===== config.mk =====
export PLATFORM = sky130hd
export DESIGN_NAME = rsd_isqrt
export DESIGN_NICKNAME = d
export VERILOG_FILES = /design/src/hw/rtl/rsd_pkg.sv /design/src/hw/rtl/rsd_isqrt.sv
export SDC_FILE = /design/constraint.sdc
export NUM_CORES = 1
export LEC_CHECK = 0
export ABC_AREA = 1
export BUFFER_PORTS_ARGS = -buffer_cell sky130_fd_sc_hd__buf_2
export CAP_MARGIN = 20
export CORE_ASPECT_RATIO = 1.1
export CORE_UTILIZATION = 55
export DETAILED_ROUTE_END_ITERATION = 16
export PLACE_DENSITY = 0.74
export SLEW_MARGIN = 20
export SYNTH_ARGS = -nofsm -noshare
export SYNTH_HDL_FRONTEND = slang
export SYNTH_SLANG_ARGS = --single-unit

===== constraint.sdc =====
create_clock -name clk -period 1.8 [get_ports clk]
set_clock_uncertainty 0.05 [all_clocks]
set_input_delay 0.27 -clock clk [delete_from_list [all_inputs] [get_ports clk]]
set_output_delay 0.27 -clock clk [all_outputs]
set_load 0.005 [all_outputs]

===== src/hw/rtl/rsd_pkg.sv =====
// ----------------------------------------------------------------------------
// rsd_pkg
// Shared widths, constants, types and step functions for the radial stick
// dead-zone pipeline.
// ----------------------------------------------------------------------------
package rsd_pkg;

  // Field widths
  localparam int AXIS_W = 16;            // raw and output axis, signed Q2.14
  localparam int MAG_W  = 15;            // clamped axis magnitude, 0..16384
  localparam int DZ_W   = 14;            // dead-zone register
  localparam int SQ_W   = 30;            // x*x + y*y, at most 2^29
  localparam int REM_W  = 16;            // square-root partial remainder
  localparam int NUM_W  = 29;            // dividend of every divider
  localparam int Q_W    = 15;            // quotient, at most 16384

  // Step counts of the bit-serial units
  localparam int SQRT_STEPS = SQ_W / 2;  // two radicand bits per stage
  localparam int DIV_STEPS  = Q_W;       // one quotient bit per stage

  // Constants
  localparam logic [MAG_W-1:0] ONE_Q14  = 15'd16384;
  localparam logic [DZ_W-1:0]  DZ_RESET = 14'd2949;

  // Configuration port
  localparam int PADDR_W = 3;
  localparam int PDATA_W = 32;
  localparam logic [0:0] REG_DEAD_ZONE = 1'b0;   // word index on paddr[2]

  // Sign and magnitude of both clamped axes
  typedef struct packed {
    logic             sx;
    logic             sy;
    logic [MAG_W-1:0] ax;
    logic [MAG_W-1:0] ay;
  } axis_side_t;

  // Side data carried across the remap divider
  typedef struct packed {
    axis_side_t       axes;
    logic [Q_W-1:0]   m;
    logic             zero;
  } mid_side_t;

  // Side data carried across the axis dividers
  typedef struct packed {
    logic sx;
    logic sy;
    logic zero;
  } sign_side_t;

  // One square-root stage state
  typedef struct packed {
    logic [REM_W-1:0] rem;
    logic [Q_W-1:0]   root;
  } sqrt_st_t;

  // One divider stage state: partial remainder and dividend/quotient shifter
  typedef struct packed {
    logic [Q_W-1:0] r;
    logic [Q_W-1:0] nq;
  } div_st_t;

  // Clamp a raw axis to +-1.0 and return its magnitude
  function automatic logic [MAG_W-1:0] clamp_mag(input logic signed [AXIS_W-1:0] raw);
    logic [AXIS_W:0] mag;
    mag = raw[AXIS_W-1] ? (~{raw[AXIS_W-1], raw} + 1'b1) : {raw[AXIS_W-1], raw};
    if (mag > (AXIS_W+1)'(ONE_Q14)) begin
      return ONE_Q14;
    end
    return mag[MAG_W-1:0];
  endfunction

  // Digit-by-digit square root: bring in two radicand bits, settle one root bit
  function automatic sqrt_st_t sqrt_step(input sqrt_st_t cur, input logic [1:0] pair);
    logic [REM_W+1:0] r4;
    logic [REM_W+1:0] trial;
    sqrt_st_t         nxt;
    r4    = {cur.rem, pair};
    trial = {1'b0, cur.root, 2'b01};
    if (r4 >= trial) begin
      nxt.rem  = REM_W'(r4 - trial);
      nxt.root = {cur.root[Q_W-2:0], 1'b1};
    end else begin
      nxt.rem  = r4[REM_W-1:0];
      nxt.root = {cur.root[Q_W-2:0], 1'b0};
    end
    return nxt;
  endfunction

  // Restoring division: shift in one dividend bit, settle one quotient bit
  function automatic div_st_t div_step(input div_st_t cur, input logic [Q_W-1:0] d);
    logic [Q_W:0] t;
    div_st_t      nxt;
    t = {cur.r, cur.nq[Q_W-1]};
    if (t >= {1'b0, d}) begin
      nxt.r  = Q_W'(t - {1'b0, d});
      nxt.nq = {cur.nq[Q_W-2:0], 1'b1};
    end else begin
      nxt.r  = t[Q_W-1:0];
      nxt.nq = {cur.nq[Q_W-2:0], 1'b0};
    end
    return nxt;
  endfunction

endpackage


===== src/hw/rtl/rsd_isqrt.sv =====
// ----------------------------------------------------------------------------
// rsd_isqrt
// Pipelined floor integer square root, one root bit per register stage.
// ----------------------------------------------------------------------------
module rsd_isqrt (
  input  logic                       clk,
  input  logic                       adv,
  input  logic [rsd_pkg::SQ_W-1:0]   sq,
  output logic [rsd_pkg::Q_W-1:0]    root
);
  import rsd_pkg::*;

  sqrt_st_t         st      [SQRT_STEPS];
  sqrt_st_t         st_next [SQRT_STEPS];
  logic [SQ_W-1:0]  rad     [SQRT_STEPS];
  logic [SQ_W-1:0]  rad_next[SQRT_STEPS];

  // Each stage works on the state left by the one before it
  always_comb begin
    for (int i = 0; i < SQRT_STEPS; i++) begin
      if (i == 0) begin
        st_next[i]  = sqrt_step('0, sq[SQ_W-1 -: 2]);
        rad_next[i] = {sq[SQ_W-3:0], 2'b00};
      end else begin
        st_next[i]  = sqrt_step(st[i-1], rad[i-1][SQ_W-1 -: 2]);
        rad_next[i] = {rad[i-1][SQ_W-3:0], 2'b00};
      end
    end
  end

  // Stage registers, held while the pipeline stalls
  always_ff @(posedge clk) begin
    if (adv) begin
      for (int i = 0; i < SQRT_STEPS; i++) begin
        st[i]  <= st_next[i];
        rad[i] <= rad_next[i];
      end
    end
  end

  assign root = st[SQRT_STEPS-1].root;

endmodule


==> results.ini <==
[synth]
synth.net_count=3124
syn_area_um2=28100
synth.yosys.seq_area_share=0.576
synthesis.instances=2957
synth.ff_latch_count=538
ys_warn_count=0
syn_area_per_cell_um2=9.49
synth.lib_cells_used.distinct=43

[worst_setup_path]
arrival_ns=2.51
crit_fanout=7
crit_path_cell_trace=inv_2, ha_4, nand2_4, inv_2, nand2_2, nor2_2, nand2_1, nand3_2, clkinv_4, nand2_8, inv_8, nand2_2, nand2_1
crit_start_category=register
crit_path_max_delay_family=simple AND/OR/NAND/NOR gates
path_class=reg2reg
cpMaxStageDelayCell=edfxtp_1
max_stage_delay_ns=0.45
cp.buffers_inverters=4
critical_path.endpoint_type=register
worst_ep_required_time_ns=2.13

[sta]
timing.final.crit_share=1.21
report.final.setup_viol=187
maxSlewViolCount=0
fin_hold_ws_ns=0.303
final.setup.tns_ns=-35.24
rsz0062_at_grt=yes
finalHoldViolCount=0
max_freq_ghz=0.459
time_the_final_worst_path_needs_with_i_o_delays_and_setup_ns=2.18
final_critical_path_setup_slack_ns=-0.379

[place]
placer_congestion=0.895
place.port_buffers=46
post-place-ws_ns=-0.373
postPlaceCellArea_um2=33600
dp.final_hpwl_mm=47.9

[clock_tree]
tritoncts=built
cts.sinks=538
ctsHtreeMaxLevel=2
clkTransAtPathRegs_ns=0.07
clock-root-buffer=clkbuf_16
clkLatencyLatePin_ns=0.63
max-clock-path-buffers=3
cts_buffers=54

[global_routing]
grt_max_degree=50
globalRouteTotalUtil=0.292
via_count_of_the_first_global_routing_pass=24300
global_route.overflow_total=0
grt_first_pass_wirelength_mm=119
number_of_antenna_violations_at_the_first_check_in_global_routing=1

[final_layout]
most-common-layout-cells=buf_4, edfxtp_1, nand2_1
layout-drive-gt1-share=0.501
area_growth_synth_to_finish_pct=49.9
finish.net_count=3988
most_common_cell_after_layout_fill_and_taps_aside=buf_4
fill_cells=2364
fin_area_um2=42100

[power_and_ir_drop]
p_total_mw=40.0
power_per_cell_area_nw_per_um2=950
cellLeakagePower_nw=18.7
vdd_ir_drop_max_mv=0.977

[routing]
drt_wl_total_mm=88.8
count_of_unresolved_drc_violations_after_routing=0
detailroute.via_count=25100
drt_pre_antenna_iters=6
avgRoutedWirePerCell_um=19.6
ant_nets=0
detail_route.iter0.violations=2267
drt-vias-per-instance=5.55

[die]
die-width_um=217
die_area_um2=51900
initial_core_util=0.558
coreArea_um2=50300
row_count=86
ios=47
chipHeight_um=239

[status]
failed_checks=negative setup slack
run_status=finished, violations left

[hold_path]
min_path_type=in2reg

[flow_run]
max_cap_violations=0

## repair_timing
item                                   in CTS  in global routing
endpoints found under the hold margin      44                  0
pin swaps                                 332                279
cloned                                     20                  0
buffers inserted                          182                 82
gates resized for setup                   677                578
hold buffers                               32                  0
setup endpoints to repair                 204                211
## cell families after synthesis
| kind of cell | count (synthesis) | synth area share |
|---|---|---|
| other cells | 1 | 0.000134 |
| compound gates | 194 | 0.0382 |
| xor+xnor | 77 | 0.0240 |
| simple gates | 1441 | 0.219 |
| flops | 538 | 0.576 |
| buf+inv | 571 | 0.0831 |
| fa+ha+maj | 135 | 0.0602 |
## final cells by class
class                      instances  area, µm²  share of cell area
clock inverter                    41        404             0.00961
sequential                       538      16200               0.384
timing repair inverter             8       85.1             0.00202
inverter                         535       2100              0.0499
multi-input combinational       1856      14200               0.338
timing repair buffer             828       6900               0.164
antenna                            1       2.50           0.0000595
clock buffer                      57       1360              0.0324
tap                              660        826              0.0196
## power breakdown
group | internal (mW) | total (mW) | switching (mW) | leakage, nW
Clock | 6.27 | 11.3 | 5.03 | 0.870
Sequential | 15.4 | 16.3 | 0.889 | 5.16
Combinational | 5.70 | 12.4 | 6.70 | 12.7
## sequential cells by signal, summed over array words and instances, names as in the netlist
register / cells
st: 328
rad: 210
## path summary, 6_finish.rpt
path / start / endpoint / slack [ns] / cells past startpoint
max reg2reg: st[1][99] / st[1][143] / -0.38 / 13
max: st[1][99] / st[1][143] / -0.38 / 13
min reg2reg: rad[1][76] / rad[1][106] / 0.36 / 0
min: sq[19] / rad[0][19] / 0.30 / 2
## synth_stat cells, drive strengths merged
library cell	n	share of area
edfxtp	538	0.58
nand3b	17	0.0045
ha	135	0.060
and3	4	0.00089
nor2	209	0.031
nand3	199	0.037
a21o	1	0.00027
xnor2	29	0.0091
nand4	34	0.0076
xor2	48	0.015
a21boi	3	0.00080
nand2	933	0.13
nor4	4	0.00089
a31oi	2	0.00045
and2	8	0.0018
o2111ai	1	0.00031
or2	11	0.0025
buf	36	0.011
o211ai	1	0.00027
a21oi	104	0.020
o21a	1	0.00027
inv	535	0.072
o21ai	78	0.015
conb	1	0.00013
o21bai	3	0.00080
nor3	22	0.0041
## metrics by stage
step / cells / util
after CTS: 4447 / 0.787
after global placement: 4117 / 0.669
final: 4524 / 0.837
after detailed placement: 4117 / 0.669
after global routing: 4524 / 0.837
after floorplan: 2957 / -
## per-layer routing
layer	track usage	wire length (µm)	vias to the layer above
met5	0	0	-
met4	0.153	6140	0
met3	0.0360	5000	470
met2	0.543	46600	1261
met1	0.325	31200	12000
li1	-	-	11400
(Power assumes the default switching activity.)
