### src/hw/rtl/rsd_pkg.sv
// ----------------------------------------------------------------------------
// rsd_pkg
// Shared widths, constants, types and step functions for the radial stick
// dead-zone pipeline.
// ----------------------------------------------------------------------------
package rsd_pkg;

  // Field widths
  localparam int AXIS_W = 16;            // raw and output axis, signed Q2.14
  localparam int MAG_W  = 15;            // clamped axis magnitude, 0..16384
  localparam int DZ_W   = 14;            // dead-zone register
  localparam int SQ_W   = 30;            // x*x + y*y, at most 2^29
  localparam int REM_W  = 16;            // square-root partial remainder
  localparam int NUM_W  = 29;            // dividend of every divider
  localparam int Q_W    = 15;            // quotient, at most 16384

  // Step counts of the bit-serial units
  localparam int SQRT_STEPS = SQ_W / 2;  // two radicand bits per stage
  localparam int DIV_STEPS  = Q_W;       // one quotient bit per stage

  // Constants
  localparam logic [MAG_W-1:0] ONE_Q14  = 15'd16384;
  localparam logic [DZ_W-1:0]  DZ_RESET = 14'd2949;

  // Configuration port
  localparam int PADDR_W = 3;
  localparam int PDATA_W = 32;
  localparam logic [0:0] REG_DEAD_ZONE = 1'b0;   // word index on paddr[2]

  // Sign and magnitude of both clamped axes
  typedef struct packed {
    logic             sx;
    logic             sy;
    logic [MAG_W-1:0] ax;
    logic [MAG_W-1:0] ay;
  } axis_side_t;

  // Side data carried across the remap divider
  typedef struct packed {
    axis_side_t       axes;
    logic [Q_W-1:0]   m;
    logic             zero;
  } mid_side_t;

  // Side data carried across the axis dividers
  typedef struct packed {
    logic sx;
    logic sy;
    logic zero;
  } sign_side_t;

  // One square-root stage state
  typedef struct packed {
    logic [REM_W-1:0] rem;
    logic [Q_W-1:0]   root;
  } sqrt_st_t;

  // One divider stage state: partial remainder and dividend/quotient shifter
  typedef struct packed {
    logic [Q_W-1:0] r;
    logic [Q_W-1:0] nq;
  } div_st_t;

  // Clamp a raw axis to +-1.0 and return its magnitude
  function automatic logic [MAG_W-1:0] clamp_mag(input logic signed [AXIS_W-1:0] raw);
    logic [AXIS_W:0] mag;
    mag = raw[AXIS_W-1] ? (~{raw[AXIS_W-1], raw} + 1'b1) : {raw[AXIS_W-1], raw};
    if (mag > (AXIS_W+1)'(ONE_Q14)) begin
      return ONE_Q14;
    end
    return mag[MAG_W-1:0];
  endfunction

  // Digit-by-digit square root: bring in two radicand bits, settle one root bit
  function automatic sqrt_st_t sqrt_step(input sqrt_st_t cur, input logic [1:0] pair);
    logic [REM_W+1:0] r4;
    logic [REM_W+1:0] trial;
    sqrt_st_t         nxt;
    r4    = {cur.rem, pair};
    trial = {1'b0, cur.root, 2'b01};
    if (r4 >= trial) begin
      nxt.rem  = REM_W'(r4 - trial);
      nxt.root = {cur.root[Q_W-2:0], 1'b1};
    end else begin
      nxt.rem  = r4[REM_W-1:0];
      nxt.root = {cur.root[Q_W-2:0], 1'b0};
    end
    return nxt;
  endfunction

  // Restoring division: shift in one dividend bit, settle one quotient bit
  function automatic div_st_t div_step(input div_st_t cur, input logic [Q_W-1:0] d);
    logic [Q_W:0] t;
    div_st_t      nxt;
    t = {cur.r, cur.nq[Q_W-1]};
    if (t >= {1'b0, d}) begin
      nxt.r  = Q_W'(t - {1'b0, d});
      nxt.nq = {cur.nq[Q_W-2:0], 1'b1};
    end else begin
      nxt.r  = t[Q_W-1:0];
      nxt.nq = {cur.nq[Q_W-2:0], 1'b0};
    end
    return nxt;
  endfunction

endpackage

### src/hw/rtl/rsd_div.sv
// ----------------------------------------------------------------------------
// rsd_div
// Pipelined unsigned restoring divider, one quotient bit per register stage.
// The quotient must fit in Q_W bits.
// ----------------------------------------------------------------------------
module rsd_div (
  input  logic                        clk,
  input  logic                        adv,
  input  logic [rsd_pkg::NUM_W-1:0]   num,
  input  logic [rsd_pkg::Q_W-1:0]     den,
  output logic [rsd_pkg::Q_W-1:0]     quo
);
  import rsd_pkg::*;

  div_st_t          st      [DIV_STEPS];
  div_st_t          st_next [DIV_STEPS];
  logic [Q_W-1:0]   d       [DIV_STEPS];
  div_st_t          first;

  // Upper dividend bits are already below the divisor
  always_comb begin
    first.r  = Q_W'(num[NUM_W-1:Q_W]);
    first.nq = num[Q_W-1:0];
    for (int i = 0; i < DIV_STEPS; i++) begin
      if (i == 0) begin
        st_next[i] = div_step(first, den);
      end else begin
        st_next[i] = div_step(st[i-1], d[i-1]);
      end
    end
  end

  // Stage registers; the divisor travels with its dividend
  always_ff @(posedge clk) begin
    if (adv) begin
      st[0] <= st_next[0];
      d[0]  <= den;
      for (int i = 1; i < DIV_STEPS; i++) begin
        st[i] <= st_next[i];
        d[i]  <= d[i-1];
      end
    end
  end

  assign quo = st[DIV_STEPS-1].nq;

endmodule
### config.mk
export PLATFORM = sky130hd
export DESIGN_NAME = rsd_div
export DESIGN_NICKNAME = d
export VERILOG_FILES = /design/src/hw/rtl/rsd_pkg.sv /design/src/hw/rtl/rsd_div.sv
export SDC_FILE = /design/constraint.sdc
export NUM_CORES = 1
export LEC_CHECK = 0
export BUFFER_PORTS_ARGS = -buffer_cell sky130_fd_sc_hd__buf_2
export CORE_MARGIN = 3
export CORE_UTILIZATION = 63
export CTS_BUF_LIST = sky130_fd_sc_hd__clkbuf_4 sky130_fd_sc_hd__clkbuf_8
export DETAILED_ROUTE_END_ITERATION = 8
export PLACE_DENSITY = 0.83
export SYNTH_ARGS = -nofsm -noshare
export SYNTH_HDL_FRONTEND = slang
export SYNTH_SLANG_ARGS = --single-unit
export TNS_END_PERCENT = 20
### constraint.sdc
create_clock -name clk -period 5.3 [get_ports clk]
set_clock_uncertainty 0.2 [all_clocks]
set_input_delay 1.59 -clock clk [delete_from_list [all_inputs] [get_ports clk]]
set_output_delay 1.59 -clock clk [all_outputs]
set_load 0.05 [all_outputs]
==> metrics.md <==
| Metric | Value |
|---|---|
| Hold_ws | `roughly 210 ps` |
| Grt total ovfl | `0` |
| Register area | `0.01937 mm^2` |
| CP arrival | `between 3000 and 4000 ps` |
| Clk slew on worst S/H paths | `60 ps` |
| RSZ-0062 raised after global routing | `no` |
| CTS root buffer | `clkbuf_8` |
| Number of distinct library cells after synthesis | `80` |
| First-pass GRT wire length | `104.5 mm` |
| Area of the multi-input gates | `roughly 0.012 mm^2` |
| Worst Path Required | `approximately 5600 ps` |
| Core Region | `a little over 0.05 mm^2` |
| H-tree levels | `3` |
| N_diodes | `0` |
| TritonCTS clock tree | `built` |
| Vias/cell | `between 5 and 6` |
| Number of flops mapped to enable cells by yosys | `645` |
| CP Max Fanout | `20` |
| Post-Place Setup Slack | `between 900 and 1000 ps` |
| Total number of vias | `around 21000` |
| DR iter-0 viols | `roughly 1500` |
| Clock Tree Buf Depth | `3` |
| Leakage power | `about 14 nW` |
| Worst min path class | `reg -> reg` |
| CP Capture Type | `flop` |
| Setup slack, reg-to-reg | `1680 ps` |
| Commonest cells post-synth | `edfxtp_1 (645), inv_1 (278), ha_1 (225)` |
| Max-capacitance violation count | `0` |
| Gpl congestion | `0.9364` |
| Top Ports | `slightly above 60` |
| FMAX | `around 270 MHz` |
| Hold buffer count at CTS | `0` |
| Die X | `between 200 and 250 um` |
| Number of global-route vias before repair | `around 21000` |
| Final slew viol count | `0` |
| Post CTS Setup Buffer Count | `0` |
| PD cells | `around 570 mW/mm^2` |
| Global Route Usage Sum | `23.27%` |
| Post-route DRC violation count | `0` |
| Actual slew at the worst max-slew pin | `approximately 1100 ps` |
| Drt pass-1 iters | `5` |
| NumNets Final | `roughly 3100` |
| Area growth syn-to-layout | `9.653%` |
| Status | `finished clean` |
| Synth Register Bits | `between 600 and 700` |
| Post-layout minimum cycle time | `around 3700 ps` |
| CP max-delay cell | `mux2_2` |
| Setup TNS | `0 ps` |
| Hpwl dp | `47.03 mm` |
| Final hold violations | `0` |
| Final period utilization | `a little under 70%` |
| Area of the mapped netlist | `around 0.033 mm^2` |
| Sequential share of the synthesized area | `between 50% and 60%` |
| Top-count cell post-synth | `edfxtp_1` |
| Die ar. | `between 0.05 and 0.06 mm^2` |
| # setup viols final | `0` |
| Sink Count | `645` |
| Clock latency on the worst-skew pair | `700 ps` |
| Total power | `20.60 mW` |
| Syn nets | `a little under 3000` |
| Max-slew headroom | `23.14%` |
| Starting Density | `roughly 64%` |
| Synth area leader | `edfxtp_1` |
| Critical path cell sequence | `buf_2, inv_1, ha_1, o21ai_0, a21oi_1, o31ai_1, o211a_1, o21ai_1, buf_4, mux2_2` |
| Post-synth top area share | `around three fifths` |
| Largest net degree at the start of global routing | `~110` |
| Worst setup path class | `in -> reg` |
| WL/cell | `approximately 18 um` |
| Yosys warns | `0` |
| Syn Area/Cell | `between 10 and 15 um^2` |
| Ranking of synthesized cells by area | `edfxtp_1 (59%), ha_1 (8.5%), inv_1 (3.2%)` |
| Cts bufs inserted | `around 100` |
| Post_cts resized | `0` |
| Die H | `between 200 and 250 um` |
| WP buf/inv | `3` |
| Utilization after layout | `70.19%` |
| Largest stage delay on the critical path | `roughly 370 ps` |
| Layout cell share with drive strength beyond 1 | `between 10% and 20%` |
| I/O Buffers | `60` |
| Post-route antenna net violation count | `0` |
| Initial antenna violation count | `0` |
| Family with the most delay on the worst path | `compound AO/OA/AOI/OAI gates` |
| VDD IR max | `290.9 uV` |
| Final setup margin | `~1600 ps` |
| Site Rows | `83` |
| Predominant post-synthesis flop cell | `edfxtp_1` |
| Post-synth ARST share | `0%` |
| CP Launch Type | `input pin` |
| Final WL | `between 60 and 70 mm` |
| Fillers | `around 3500` |
| Mapped Cells | `approximately 2700` |
==> per-stage QoR <==
step | std cells | instance area (um^2)
finish | 3568 | 36230
global route | 3568 | 36230
CTS | 3568 | 36230
detailed placement | 3387 | 34180
global placement | 3387 | 34180
floorplan | 2677 | 33040
==> flip-flops by register name (all words and copies together), names as in the netlist <==
signal and count:
d 210, st 435
==> placed cells by master (no fill, tap or decap), types with 59 or more instances in the layout <==
cell type | Yosys | final
a21oi_1 | 189 | 189
clkbuf_8 | 0 | 104
nand2_1 | 151 | 151
nor2_1 | 200 | 200
edfxtp_1 | 645 | 645
ha_1 | 225 | 225
inv_1 | 278 | 278
xnor2_1 | 70 | 70
mux2_2 | 91 | 91
buf_2 | 20 | 59
o21ai_0 | 153 | 153
==> worst register-to-register path: cells and delay by family (launching register included) <==
| family | cells | cell delay [ps] |
|---|---|---|
| buffers and inverters | 1 | 50 |
| adder cells (fa/ha/maj) | 2 | 640 |
| AO/OA/AOI/OAI | 3 | 730 |
| multiplexers | 1 | 440 |
| flip-flops | 1 | 360 |
| AND/OR/NAND/NOR | 2 | 930 |
==> report_power, final <==
group	leakage (nW)	internal (mW)	switching (mW)	total, mW
logic	7.12	3.66	4.79	8.45
clock network	1.07	2.34	1.93	4.26
registers	6.30	7.27	0.615	7.88
==> logic make-up after synthesis <==
family	share of synthesized area (%)
AND/OR/NAND/NOR	8.559
multiplexers	3.541
AO/OA/AOI/OAI	12.40
adder cells (fa/ha/maj)	9.369
XOR/XNOR	3.393
buffers and inverters	4.113
flip-flops	58.62
==> metal layers <==
metal / GRT usage (%) / vias to the layer above / wire length, um
li1: - / 10180 / -
met5: 0 / - / 0
met2: 38.17 / 608 / 30880
met3: 4.143 / 124 / 3300
met1: 31.84 / 10080 / 28990
met4: 7.642 / 0 / 1751
==> path summary, 6_finish.rpt <==
kind	startpoint	endpoint	cells past startpoint
max reg2reg	st[1][134]	st[1][174]	9
min	st[1][150]	st[1][181]	0
min reg2reg	st[1][150]	st[1][181]	0
max	den[2]	st[0][18]	10
==> area by class of cell <==
class,count,share of cell area [%]
flip-flops and latches,645,53.46
multi-input cells,1701,34.07
clock buffers,120,4.283
inverters,278,2.880
well taps,680,2.348
repair buffers,83,1.575
clock inverters,61,1.385
(Power assumes the default switching activity.)
